File: src/design/thrb_pkg.sv
// Shared constants, codes and types of the timestamp hold reorder buffer.
// No dependencies.
`timescale 1ns / 1ps

package thrb_pkg;

    localparam int CAPACITY = 32;
    localparam int CNT_W    = $clog2(CAPACITY + 1);

    localparam int TIME_W = 53;
    localparam int ID_W   = 22;
    localparam int CPU_W  = 10;
    localparam int KIND_W = 2;
    localparam int RK_W   = 3;
    localparam int RCNT_W = 6;
    localparam int TRY_W  = 4;
    localparam int HOLD_W = 32;
    localparam int ADDR_W = 3;
    localparam int DATA_W = 32;

    localparam logic REQ_INSERT = 1'b0;
    localparam logic REQ_EXPIRE = 1'b1;

    localparam logic [RK_W-1:0] RK_INSERTED  = 3'd0;
    localparam logic [RK_W-1:0] RK_FULL      = 3'd1;
    localparam logic [RK_W-1:0] RK_COLLIDED  = 3'd2;
    localparam logic [RK_W-1:0] RK_RELEASED  = 3'd3;
    localparam logic [RK_W-1:0] RK_DONE      = 3'd4;

    // Register index is paddr[2]
    localparam logic REG_HOLD = 1'b0;
    localparam logic REG_BUMP = 1'b1;

    localparam logic [HOLD_W-1:0] HOLD_RESET = 32'd1000000000;
    localparam logic [TRY_W-1:0]  BUMP_RESET = 4'd10;

    typedef struct packed {
        logic [TIME_W-1:0] time_ns;
        logic [ID_W-1:0]   pid;
        logic [ID_W-1:0]   tid;
        logic [CPU_W-1:0]  cpu;
        logic [KIND_W-1:0] kind;
    } entry_t;

    typedef struct packed {
        logic shift_in;
        logic shift_left;
    } cell_ctl_t;

endpackage

File: src/design/thrb_cell.sv
// One slot of the sorted event chain: holds an entry, compares it with the
// broadcast key and trades entries with its neighbors. Depends on thrb_pkg.
`timescale 1ns / 1ps

module thrb_cell
(
    input  logic                       clk,
    input  thrb_pkg::cell_ctl_t        ctl,
    input  logic [thrb_pkg::TIME_W-1:0] key,
    input  logic                       occupied,
    input  logic                       left_less,
    input  thrb_pkg::entry_t           left_entry,
    input  thrb_pkg::entry_t           right_entry,
    input  thrb_pkg::entry_t           new_entry,
    output thrb_pkg::entry_t           entry,
    output logic                       less,
    output logic                       hit
);

    thrb_pkg::entry_t entry_reg;
    thrb_pkg::entry_t entry_next;

    assign entry = entry_reg;
    assign less  = occupied && (entry_reg.time_ns < key);
    assign hit   = occupied && (entry_reg.time_ns == key);

    always_comb
    begin
        entry_next = entry_reg;
        if (ctl.shift_in && !less)
        begin
            // first slot not below the key takes the new item, the rest move up
            entry_next = left_less ? new_entry : left_entry;
        end
        else if (ctl.shift_left)
        begin
            entry_next = right_entry;
        end
    end

    always_ff @(posedge clk)
    begin
        entry_reg <= entry_next;
    end

endmodule

File: config.mk
export PLATFORM = sky130hd
export DESIGN_NAME = thrb_cell
export DESIGN_NICKNAME = d
export VERILOG_FILES = /design/src/design/thrb_pkg.sv /design/src/design/thrb_cell.sv
export SDC_FILE = /design/constraint.sdc
export NUM_CORES = 1
export LEC_CHECK = 0
export CAP_MARGIN = 15
export CORE_AREA = 10 10 186 188
export CTS_BUF_LIST = sky130_fd_sc_hd__clkbuf_16
export DETAILED_ROUTE_END_ITERATION = 7
export DIE_AREA = 0 0 196 198
export DONT_BUFFER_PORTS = 1
export GPL_ROUTABILITY_DRIVEN = 0
export SKIP_CTS_REPAIR_TIMING = 1
export SLEW_MARGIN = 20
export SYNTH_ARGS = -nofsm -noshare
export SYNTH_HDL_FRONTEND = slang
export SYNTH_SLANG_ARGS = --single-unit
export TNS_END_PERCENT = 1
File: constraint.sdc
create_clock -name clk -period 5.8 [get_ports clk]
set_input_delay 0.29 -clock clk [delete_from_list [all_inputs] [get_ports clk]]
set_output_delay 0.29 -clock clk [all_outputs]
set_load 0.005 [all_outputs]
## Word-level counts from Yosys, hierarchy flattened

Index checks and enable logic that the tools add are counted.

| storage, ports and cells | value |
|---|---|
| register bits after elaboration | 109 |
| bits in latches | 0 |
| memory bits (writable) | 0 |
| memory bits (read-only) | 0 |
| input bits | 385 |
| output and inout bits | 111 |
| memories | 0 |

| operators by class | value |
|---|---|
| add/sub/neg operators | 0 |
| multipliers | 0 |
| divide/modulo/power cells | 0 |
| $lt $le $gt $ge | 1 |
| eq/ne operators | 1 |
| shift-type cells | 0 |
| mux-type cells | 3 |
| bitwise logic cells | 0 |
| reduce and logical (&&, ||, !) cells | 5 |

Operators with widths:

| cell | count |
|---|---|
| two-way mux 109 bit | 3 |
| equality test 53 bit | 1 |
| < comparator 53 bit | 1 |
| logical AND 1 bit | 3 |
| nonzero test 2 bit | 1 |
| zero test 1 bit | 1 |

## Logic depth before layout (Yosys ltp)

Gate-level depths: netlist (run 1).

| depth | value |
|---|---|
| word-level depth | 5 |
| mapped depth | 10 |

## Worst setup path before layout (run 1)

OpenSTA, ideal clock, no wires.

| timing | value |
|---|---|
| path type | reg2reg |
| start point | reg entry_reg (netlist bit entry[75]) |
| end point | reg entry_reg (netlist bit entry[0]) (enable) |
| arrival time | 4492 ps |
| slack | 821 ps |
| stages on the path, launching flop included | 10 |
| period minus slack after synthesis | 4979 ps |
| cell sequence | edfxtp_1 -> ha_1 -> nand4_1 -> or3_4 -> nand3b_4 -> o221ai_2 -> a221oi_2 -> buf_8 -> buf_8 -> nand2b_1 |

| between the ends | value |
|---|---|
| longest elaborated chain between the ends | 5 |

Ends and longest elaborated chain:

| element | RTL line | text |
|---|---|---|
| start: declaration | thrb_cell.sv:20 | `thrb_pkg::entry_t entry_reg;` |
| start signal: assignment | thrb_cell.sv:43 | `entry_reg <= entry_next;` |
| < comparator 53 bit | thrb_cell.sv:24 | `assign less = occupied && (entry_reg.time_ns < key);` |
| logical AND 1 bit | thrb_cell.sv:24 |  |
| zero test 1 bit | thrb_cell.sv:30 | `if (ctl.shift_in && !less)` |
| logical AND 1 bit | thrb_cell.sv:30 |  |
| nonzero test 2 bit (no source line) | n/a |  |

No other way between the ends.
A chain may end at the register's enable or synchronous reset.

==> results of run 1 <==
[final timing paths]
| kind | from | endpoint | slack, ps | cells after the start |
|---|---|---|---|---|
| worst min-delay path | right_entry[68] | entry[68]$_DFFE_PP_ | 150 | 1 |
| worst max register to register | entry[102]$_DFFE_PP_ | entry[2]$_DFFE_PP_ | 2330 | 8 |
| worst min register to register | entry[76]$_DFFE_PP_ | entry[89]$_DFFE_PP_ | 1560 | 6 |
| worst max-delay path | entry[102]$_DFFE_PP_ | entry[2]$_DFFE_PP_ | 2330 | 8 |
[metal layers]
metal	wire [um]	vias to the layer above
li1	-	2034
met1	9670	2150
met2	13400	259
met3	2510	9
met4	201	4
met5	27	-
[through the flow]
| stage | instances | hold slack, ps | setup WS (ps) | power [W] |
|---|---|---|---|---|
| finish | 947 | 146 | 2330 | 0.00214 |
| global route | 947 | 112 | 2120 | 0.00226 |
| CTS | 947 | 118 | 2290 | 0.00218 |
| detailed placement | 931 | 510 | 2290 | 0.00157 |
| global placement | 931 | 509 | 2370 | 0.00156 |
| floorplan | 551 | 507 | 821 | 0.00147 |
[cells by family (layout without fill, tap and decap cells)]
group	count (synthesis)	after routing	share of synthesized area [%]
multiplexers	218	218	36.5
flip-flops	109	109	42.2
buffers and inverters	82	76	6.17
adder cells (fa/ha/maj)	53	53	8.56
AND/OR/NAND/NOR	47	47	3.28
AO/OA/AOI/OAI	42	42	3.31
[cell usage in the layout (no fill, tap or decap), types with 4 or more instances in the layout]
| cell | instances |
|---|---|
| a221oi_1 | 5 |
| mux2_2 | 119 |
| o21ai_0 | 9 |
| nor2_1 | 4 |
| mux2_4 | 99 |
| clkbuf_16 | 9 |
| edfxtp_1 | 109 |
| inv_1 | 58 |
| nand3_1 | 6 |
| nand2_1 | 20 |
| nand4_1 | 8 |
| ha_1 | 53 |
| a21oi_1 | 22 |
[power groups by stage]
| stage | Sequential (W) | Clock [W] | Combinational [W] |
|---|---|---|---|
| 4_1_cts | 0.00110 | 0.000624 | 0.000456 |
| 2_1_floorplan | 0.00106 | 0 | 0.000406 |
| 5_1_grt | 0.00110 | 0.000660 | 0.000496 |
| 3_5_place_dp | 0.00111 | 0 | 0.000455 |
| 6_report | 0.00109 | 0.000595 | 0.000451 |
| 3_3_place_gp | 0.00112 | 0 | 0.000448 |
[area by class of cell]
class	count	area [um2]	area share, %
sequential	109	3270	39.3
clock inverter	7	48.8	0.586
tap	402	503	6.04
clock buffer	9	225	2.70
timing repair buffer	2	40.0	0.481
multi-input combinational	360	4020	48.3
inverter	58	218	2.61
[worst max-delay path: stages, from the launching register on]
cell and delay [ps]:
edfxtp_1 490, ha_1 340, a21oi_1 120, o21ai_0 120, a221oi_1 350, o31ai_1 220
a221oi_4 430, buf_12 630, mux2_2 420
==> run metrics, run 1 <==
gr usage total=12.4%; Via-to-Cell Ratio=4.71; CTS Buffer Depth=2; post-synthesis cell type count=27; final core occ=26.8%; Post-Synthesis Cell Area=7750 um2; Post-synth EDFFs=109; largest cells by area after synthesis=edfxtp_1, mux2_4, mux2_2, ha_1, inv_1; mean routed wirelength per cell=27.2 um; most common cell in the netlist=mux2_2; Comb pwr share=21.1%; Routed WL=25.8 mm; 1st-pass router iterations=4; setup TNS=0 ps; CTS tree=built; met1 Use GR=13.4%; crit path launch type=flop; CTS sink cnt=109; Seq pwr share=51.0%; Critical Path AT=3580 ps; status=finished clean; fin area=8330 um2; kind of critical path=reg -> reg; Net Count, Synth=989; Fmax=288 MHz; dpl cell area=8050 um2; # rows=65; Yosys reg bits=109; Slew Limit Fails=0; # port buffers=0; final setup violation count=0; final cycle utilization of the critical path=59.8%; core area=31,100 um2; pwr/cell area=257 nW/um2; DRC viols=0; RSZ-0062 raised after global routing=false; Post-layout nets=978; htree depth=3; Initial Util=24.9%; sw frac=27.7%; Slew @ Worst Pin=954 ps; Hold WC Path Type=in -> reg; post-layout min period=3470 ps; skew final=11.3 ps; required time worst endpoint=5910 ps; register area share after synthesis=42.2%; Initial DRC Count=226; Die Y=198 um; vias after detailed routing=4,456; Leak=3.50 nW; GRT Max-Usage Layer=met2; cell accounting for the most synthesized area=edfxtp_1; first-pass GRT wire length=35.5 mm; total gr overflow=0; Max Cap Viol=0; clk_lat worst skew=360 ps; Layout area overhead=7.43%; Main synth FF type=edfxtp_1; internal power=0.00155 W; Fin. Hold Viols=0; Worst-path clk slew=80 ps; Peak VDD IR=0.121 mV; ratio of cells with drive above 1 in the final layout=44.2%; hpwl dp=21.8 mm; GR Util met2=21.7%; Slew HR=35.8%; clock network power share=27.8%; Ant. Diodes=0; max reg flops=109; largest net degree at the start of global routing=110; number of global-route vias before repair=5,034; Yosys top cell area share=42.2%; I/O Pins=496; fraction of registers with async set/reset=0%; NetSw=0.000592 W; Synth top cells by count=mux2_2, edfxtp_1, mux2_4; Mapped Cells=551; Root Buffer=clkbuf_16; grt met3 use=5.48%; Routed Antenna Nets=0; Crit Path Max Fanout=109; Die Wd=196 um; CTS buffer count=9; Yosys Warn Count=0; Synth Area per Inst=14.1 um2; die area=38,800 um2; filler cell count=3,206; Crit. End Element=flop; antenna violations before repair=2
No activity file was read; power rests on OpenSTA's default activity.
==> run 2, diff against run 1 <==
ABC_AREA = 1   (was not set)
CORE_AREA = 10 10 185 187   (was 10 10 186 188)
DIE_AREA = 0 0 195 197   (was 0 0 196 198)
clock period = 2.9 ns   (was 5.8 ns; I/O delays follow)
==> run metrics, run 2 <==
register area share after synthesis=42.7% (+0.46 points); Routed Antenna Nets=0 (unchanged); filler cell count=3,096 (-3.4%); Routed WL=32.1 mm (+24%); Fin. Hold Viols=0 (unchanged); 1st-pass router iterations=5 (+1); antenna violations before repair=7 (+5); first-pass GRT wire length=41.6 mm (+17%); max incr delay on CP=460 ps (-170 ps); Adder-Cell Fraction of Synth Area=8.65% (+0.094 points); crit path launch type=flop; Post-layout nets=1,372 (+40%); I/O Pins=496 (unchanged); largest net degree at the start of global routing=111 (+0.91%); Peak VDD IR=0.265 mV (+120%); Synth top cells by count=nand2_1, nand3_1, edfxtp_1, mux2_2, inv_1; Post-synth EDFFs=109 (unchanged); worst r2r src=entry[100]$_DFFE_PP_; Worst-path clk slew=80 ps (about the same); final cycle utilization of the critical path=92.3% (+32 points); kind of critical path=reg -> reg; Max Cap Viol=0 (unchanged); Yosys Warn Count=0 (unchanged); # rows=64 (-1.5%); CTS Buffer Depth=2 (unchanged); skew final=11.1 ps (-0.207 ps); max reg flops=109 (unchanged); Post-Synthesis Cell Area=7670 um2 (-1.1%); CP delay by family, top=simple AND/OR/NAND/NOR gates; complex-gate fraction of the synthesized area=1.80% (-1.5 points); Fmax=374 MHz (+30%); final core occ=31.4% (+4.6 points); htree depth=3 (unchanged); Layout area overhead=24.5%; Crit. End Element=flop; Leak=4.25 nW (+22%); Slew HR=66.3% (+31 points); Slew @ Worst Pin=501 ps (-453 ps); commonest non-fill, non-tap cell in the layout=nand2_1; most common cell in the netlist=nand2_1; Initial DRC Count=347 (+54%); critical-path cell list=ha_1, nand2_1, nor2_1, nand2_1, nor2_1, nand2_1, nor2_1, nand2_1, nand3_4, nand2_4, buf_12, nand2_1, nand2_1; final setup violation count=0 (unchanged); number of global-route vias before repair=6,282 (+25%); Comb pwr share=24.0% (+2.9 points); clk_lat worst skew=360 ps (about the same); largest cells by area after synthesis=edfxtp_1, mux2_2, nand2_1, ha_1, nand3_1; CTS buffer count=9 (unchanged); cell accounting for the most synthesized area=edfxtp_1; required time worst endpoint=3010 ps (-2900 ps); Most common cell on crit path=nand2_1; fraction of registers with async set/reset=0% (unchanged); Critical Path AT=2780 ps (-800 ps); internal power=0.00322 W (+110%); Main synth FF type=edfxtp_1; Synth Area per Inst=9.05 um2 (-36%); Die Wd=195 um (-0.51%); ratio of cells with drive above 1 in the final layout=15.7% (-29 points); DRC viols=0 (unchanged); Yosys top cell area share=42.7% (+0.46 points); Initial Util=25.2% (+0.25 points); Via-to-Cell Ratio=4.90 (+4.2%); Mapped Cells=847 (+54%); hpwl dp=23.8 mm (+8.9%); sw frac=31.3% (+3.6 points); RSZ-0062 raised after global routing=false; total gr overflow=0 (unchanged); # port buffers=0 (unchanged); die area=38,400 um2 (-1.0%); gr usage total=14.1% (+1.8 points); CP bufs+invs=1 (unchanged); Crit-path slowest cell=edfxtp_1; HP Start=right_entry[19]; core area=30,400 um2 (-2.1%); NetSw=0.00147 W (+150%); Seq pwr share=47.2% (-3.8 points); post-layout min period=2680 ps (-792 ps); Hold WC Path Type=in -> reg; Net Count, Synth=1,285 (+30%); post-synthesis cell type count=20 (-26%); commonest cells after routing, fill and taps aside=nand2_1, nand3_1, mux2_2, edfxtp_1, dlygate4sd3_1; crit path launch=entry[100]$_DFFE_PP_; post-synthesis simple-gate area fraction=23.4% (+20 points); status=finished clean; multiplexer share of the synthesized area=16.0% (-20 points); hold slack=3.61 ps (-143 ps); CTS tree=built; Post-Synth XOR/XNOR Area=0% (unchanged); Die Y=197 um (-0.51%); clock network power share=28.7% (+0.9 points); pwr/cell area=491 nW/um2 (+91%); Slew Limit Fails=0 (unchanged); Tot Pwr=0.00469 W (+120%); Root Buffer=clkbuf_16; mean routed wirelength per cell=24.0 um (-12%); CTS sink cnt=109 (unchanged); largest family of logic cells by synthesized area=simple AND/OR/NAND/NOR gates; Yosys reg bits=109 (unchanged); vias after detailed routing=6,557 (+47%); Crit Path Max Fanout=62 (-43%)
-- run 2: logic make-up after synthesis --
family	Yosys count
compound gates	26
simple gates	432
flops	109
mux	109
buf+inv	118
fa+ha+maj	53
-- run 2: worst reg2reg max path: cells and delay by family, from the launching register on --
family,cells,cell delay [ps]
flops,1,460
fa+ha+maj,1,340
buf+inv,1,220
simple gates,11,1410
-- run 2: per-stage QoR --
step           TNS, ps  worst slack, ps  cell area [um2]  cells
6_report             0              223             9550   1337
4_1_cts          -50.8            -50.8             8340   1224
2_1_floorplan        0             72.1             7670    847
3_5_place_dp         0              169             8030   1208
5_1_grt              0             19.5             9540   1335
3_3_place_gp         0              138             8030   1208
-- run 2: cell type report --
cell class              instances  area, um2  area share [%]
clock buffers                   9        225            2.36
inverters                      70        263            2.75
clock inverters                 7       82.6           0.865
multi-input cells             620       3860            40.4
diodes                          2       5.00          0.0524
well taps                     396        495            5.19
flip-flops and latches        109       3270            34.3
repair buffers                124       1340            14.1
-- run 2: power groups by stage --
stage               registers, W  logic, W  clock network (W)
floorplan                0.00215  0.000768                  0
finish                   0.00221   0.00113            0.00135
global route             0.00224   0.00127            0.00147
global placement         0.00226  0.000906                  0
CTS                      0.00223  0.000928            0.00141
detailed placement       0.00226  0.000927                  0
-- run 2: final timing paths --
| check | to | slack (ps) | cells past startpoint |
|---|---|---|---|
| setup / recovery | entry[65]$_DFFE_PP_ | 220 | 13 |
| hold / removal | entry[19]$_DFFE_PP_ | 4 | 2 |
| setup reg to reg | entry[65]$_DFFE_PP_ | 220 | 13 |
| hold reg to reg | entry[9]$_DFFE_PP_ | 1430 | 8 |
-- run 2: metal layers --
| layer | GRT usage, % | part of all wire, % |
|---|---|---|
| met4 | 3.62 | 1.4 |
| met2 | 25.0 | 51 |
| met3 | 6.75 | 11 |
| met5 | 0 | 0.23 |
| met1 | 14.8 | 37 |
==> run 3, diff against run 2 <==
CORE_AREA = 10 10 186 188   (was 10 10 185 187)
DIE_AREA = 0 0 196 198   (was 0 0 195 197)
==> run metrics, run 3 (synthesis gave the netlist of run 2 again) <==
Worst-path clk slew=80 ps (about the same); # port buffers=0 (unchanged); die area=38,800 um2 (+1.0%); status=finished clean; required time worst endpoint=3120 ps (+110 ps); skew final=16.4 ps (+5.26 ps); largest net degree at the start of global routing=111 (unchanged); Slew @ Worst Pin=427 ps (-74.2 ps); Routed WL=31.7 mm (-1.2%); Slew HR=71.5% (+5.2 points); ratio of cells with drive above 1 in the final layout=15.8% (+0.12 points); DRC viols=0 (unchanged); internal power=0.00320 W (-0.57%); CTS Buffer Depth=2 (unchanged); Critical Path AT=2860 ps (+80 ps); gr usage total=14.2% (+0.096 points); setup TNS=0 ps (unchanged); max reg flops=109 (unchanged); CTS tree=built; Peak VDD IR=0.306 mV (+15%); Fmax=379 MHz (+1.4%); Initial Util=24.7% (-0.52 points); Die Wd=196 um (+0.51%); Tot Pwr=0.00465 W (-0.70%); final cycle utilization of the critical path=91.1% (-1.2 points); hpwl dp=24.1 mm (+1.5%); mean routed wirelength per cell=23.7 um (-1.1%); Crit Path Max Fanout=38 (-39%); NetSw=0.00145 W (-0.99%); first-pass GRT wire length=41.7 mm (+0.40%); Hold WC Path Type=in -> reg; Max Cap Viol=0 (unchanged); Comb pwr share=23.4% (-0.6 points); crit path launch type=flop; Cells after DPL=1,216 (+0.66%); # rows=65 (+1.6%); critical-path cell list=ha_1, nand2_1, nor2_1, nand2_1, nand2_1, nand2_1, nand3_1, nand2_1, nand3_4, nand2_4, buf_4, nand2_1, nand2_1; Crit-path slowest cell=edfxtp_1; Leak=4.19 nW (-1.4%); pwr/cell area=494 nW/um2 (+0.64%); max incr delay on CP=480 ps (+20 ps); post-layout min period=2640 ps (-36.1 ps); sw frac=31.2% (-0.090 points); Seq pwr share=47.8% (+0.6 points); kind of critical path=reg -> reg; htree depth=3 (unchanged); commonest cells after routing, fill and taps aside=nand2_1, nand3_1, mux2_2, edfxtp_1, dlygate4sd3_1; CTS buffer count=9 (unchanged); clk_lat worst skew=370 ps (about the same); Fin. Hold Viols=0 (unchanged); Crit. End Element=flop; Via-to-Cell Ratio=4.80 (-2.1%); clock network power share=28.9% (+0.2 points); Die Y=198 um (+0.51%); fin cells=1,336 (-0.075%); total gr overflow=0 (unchanged); commonest non-fill, non-tap cell in the layout=nand2_1; number of global-route vias before repair=6,375 (+1.5%); Most common cell on crit path=nand2_1; antenna violations before repair=3 (-4); Layout area overhead=22.9%; 1st-pass router iterations=4 (-1); Slew Limit Fails=0 (unchanged); Post-layout nets=1,365 (-0.51%); vias after detailed routing=6,415 (-2.2%); core area=31,100 um2 (+2.1%); final setup violation count=0 (unchanged); Routed Antenna Nets=0 (unchanged); CTS sink cnt=109 (unchanged); Initial DRC Count=306 (-12%); Root Buffer=clkbuf_16; I/O Pins=496 (unchanged)
==> run 3: cell count changes in the layout (fill, tap and decap cells not counted), sizes merged <==
cell / before / now
buf: 14 / 15
clkbuf: 13 / 11
dlygate4sd3: 106 / 100
==> run 3: power by group through the flow <==
stage | combinational, W | sequential [W] | clock (W)
6_report | 0.00109 | 0.00222 | 0.00134
5_1_grt | 0.00123 | 0.00226 | 0.00146
4_1_cts | 0.000937 | 0.00224 | 0.00141
3_5_place_dp | 0.000935 | 0.00227 | 0
3_3_place_gp | 0.000909 | 0.00228 | 0
2_1_floorplan | 0.000768 | 0.00215 | 0
==> run 3: worst paths after layout <==
path / startpoint / end / slack (ps) / cells past startpoint
setup / recovery: entry[66]$_DFFE_PP_ / entry[35]$_DFFE_PP_ / 260 / 13
setup reg to reg: entry[66]$_DFFE_PP_ / entry[35]$_DFFE_PP_ / 260 / 13
hold reg to reg: entry[104]$_DFFE_PP_ / entry[103]$_DFFE_PP_ / 1490 / 10
hold / removal: right_entry[16] / entry[16]$_DFFE_PP_ / 6 / 2
==> run 3: critical path, delay by kind of cell (launching register included) <==
kind	cells	cell delay (ps)
buffers and inverters	1	370
and+or+nand+nor	11	1310
adders and majority gates	1	330
DFF	1	480
==> run 3: layout make-up <==
| cell class | instances | area (um2) |
|---|---|---|
| clock inverter | 7 | 87.6 |
| multi-input combinational | 620 | 3850 |
| tap | 402 | 503 |
| sequential | 109 | 3270 |
| clock buffer | 9 | 225 |
| timing repair buffer | 117 | 1210 |
| antenna | 2 | 5.00 |
| fill | 3199 | 21600 |
| inverter | 70 | 263 |
==> run 3: routing by layer <==
layer | up-vias | global-route usage (%) | share of wire (%)
met5 | - | 0 | 0.063
met4 | 2 | 3.25 | 1.6
met3 | 31 | 7.02 | 11
met2 | 391 | 25.2 | 51
met1 | 2954 | 14.8 | 36
li1 | 3037 | - | -
==> run 3: per-stage QoR <==
stage	hold WS, ps	setup WS [ps]	cell area (um2)	util, %
finish	5.87	259	9420	30.3
global route	0.210	-2.99	9420	30.3
CTS	-67.1	52.3	8350	26.9
detailed placement	329	282	8040	25.9
global placement	326	300	8040	25.9
floorplan	324	72.1	7670	-
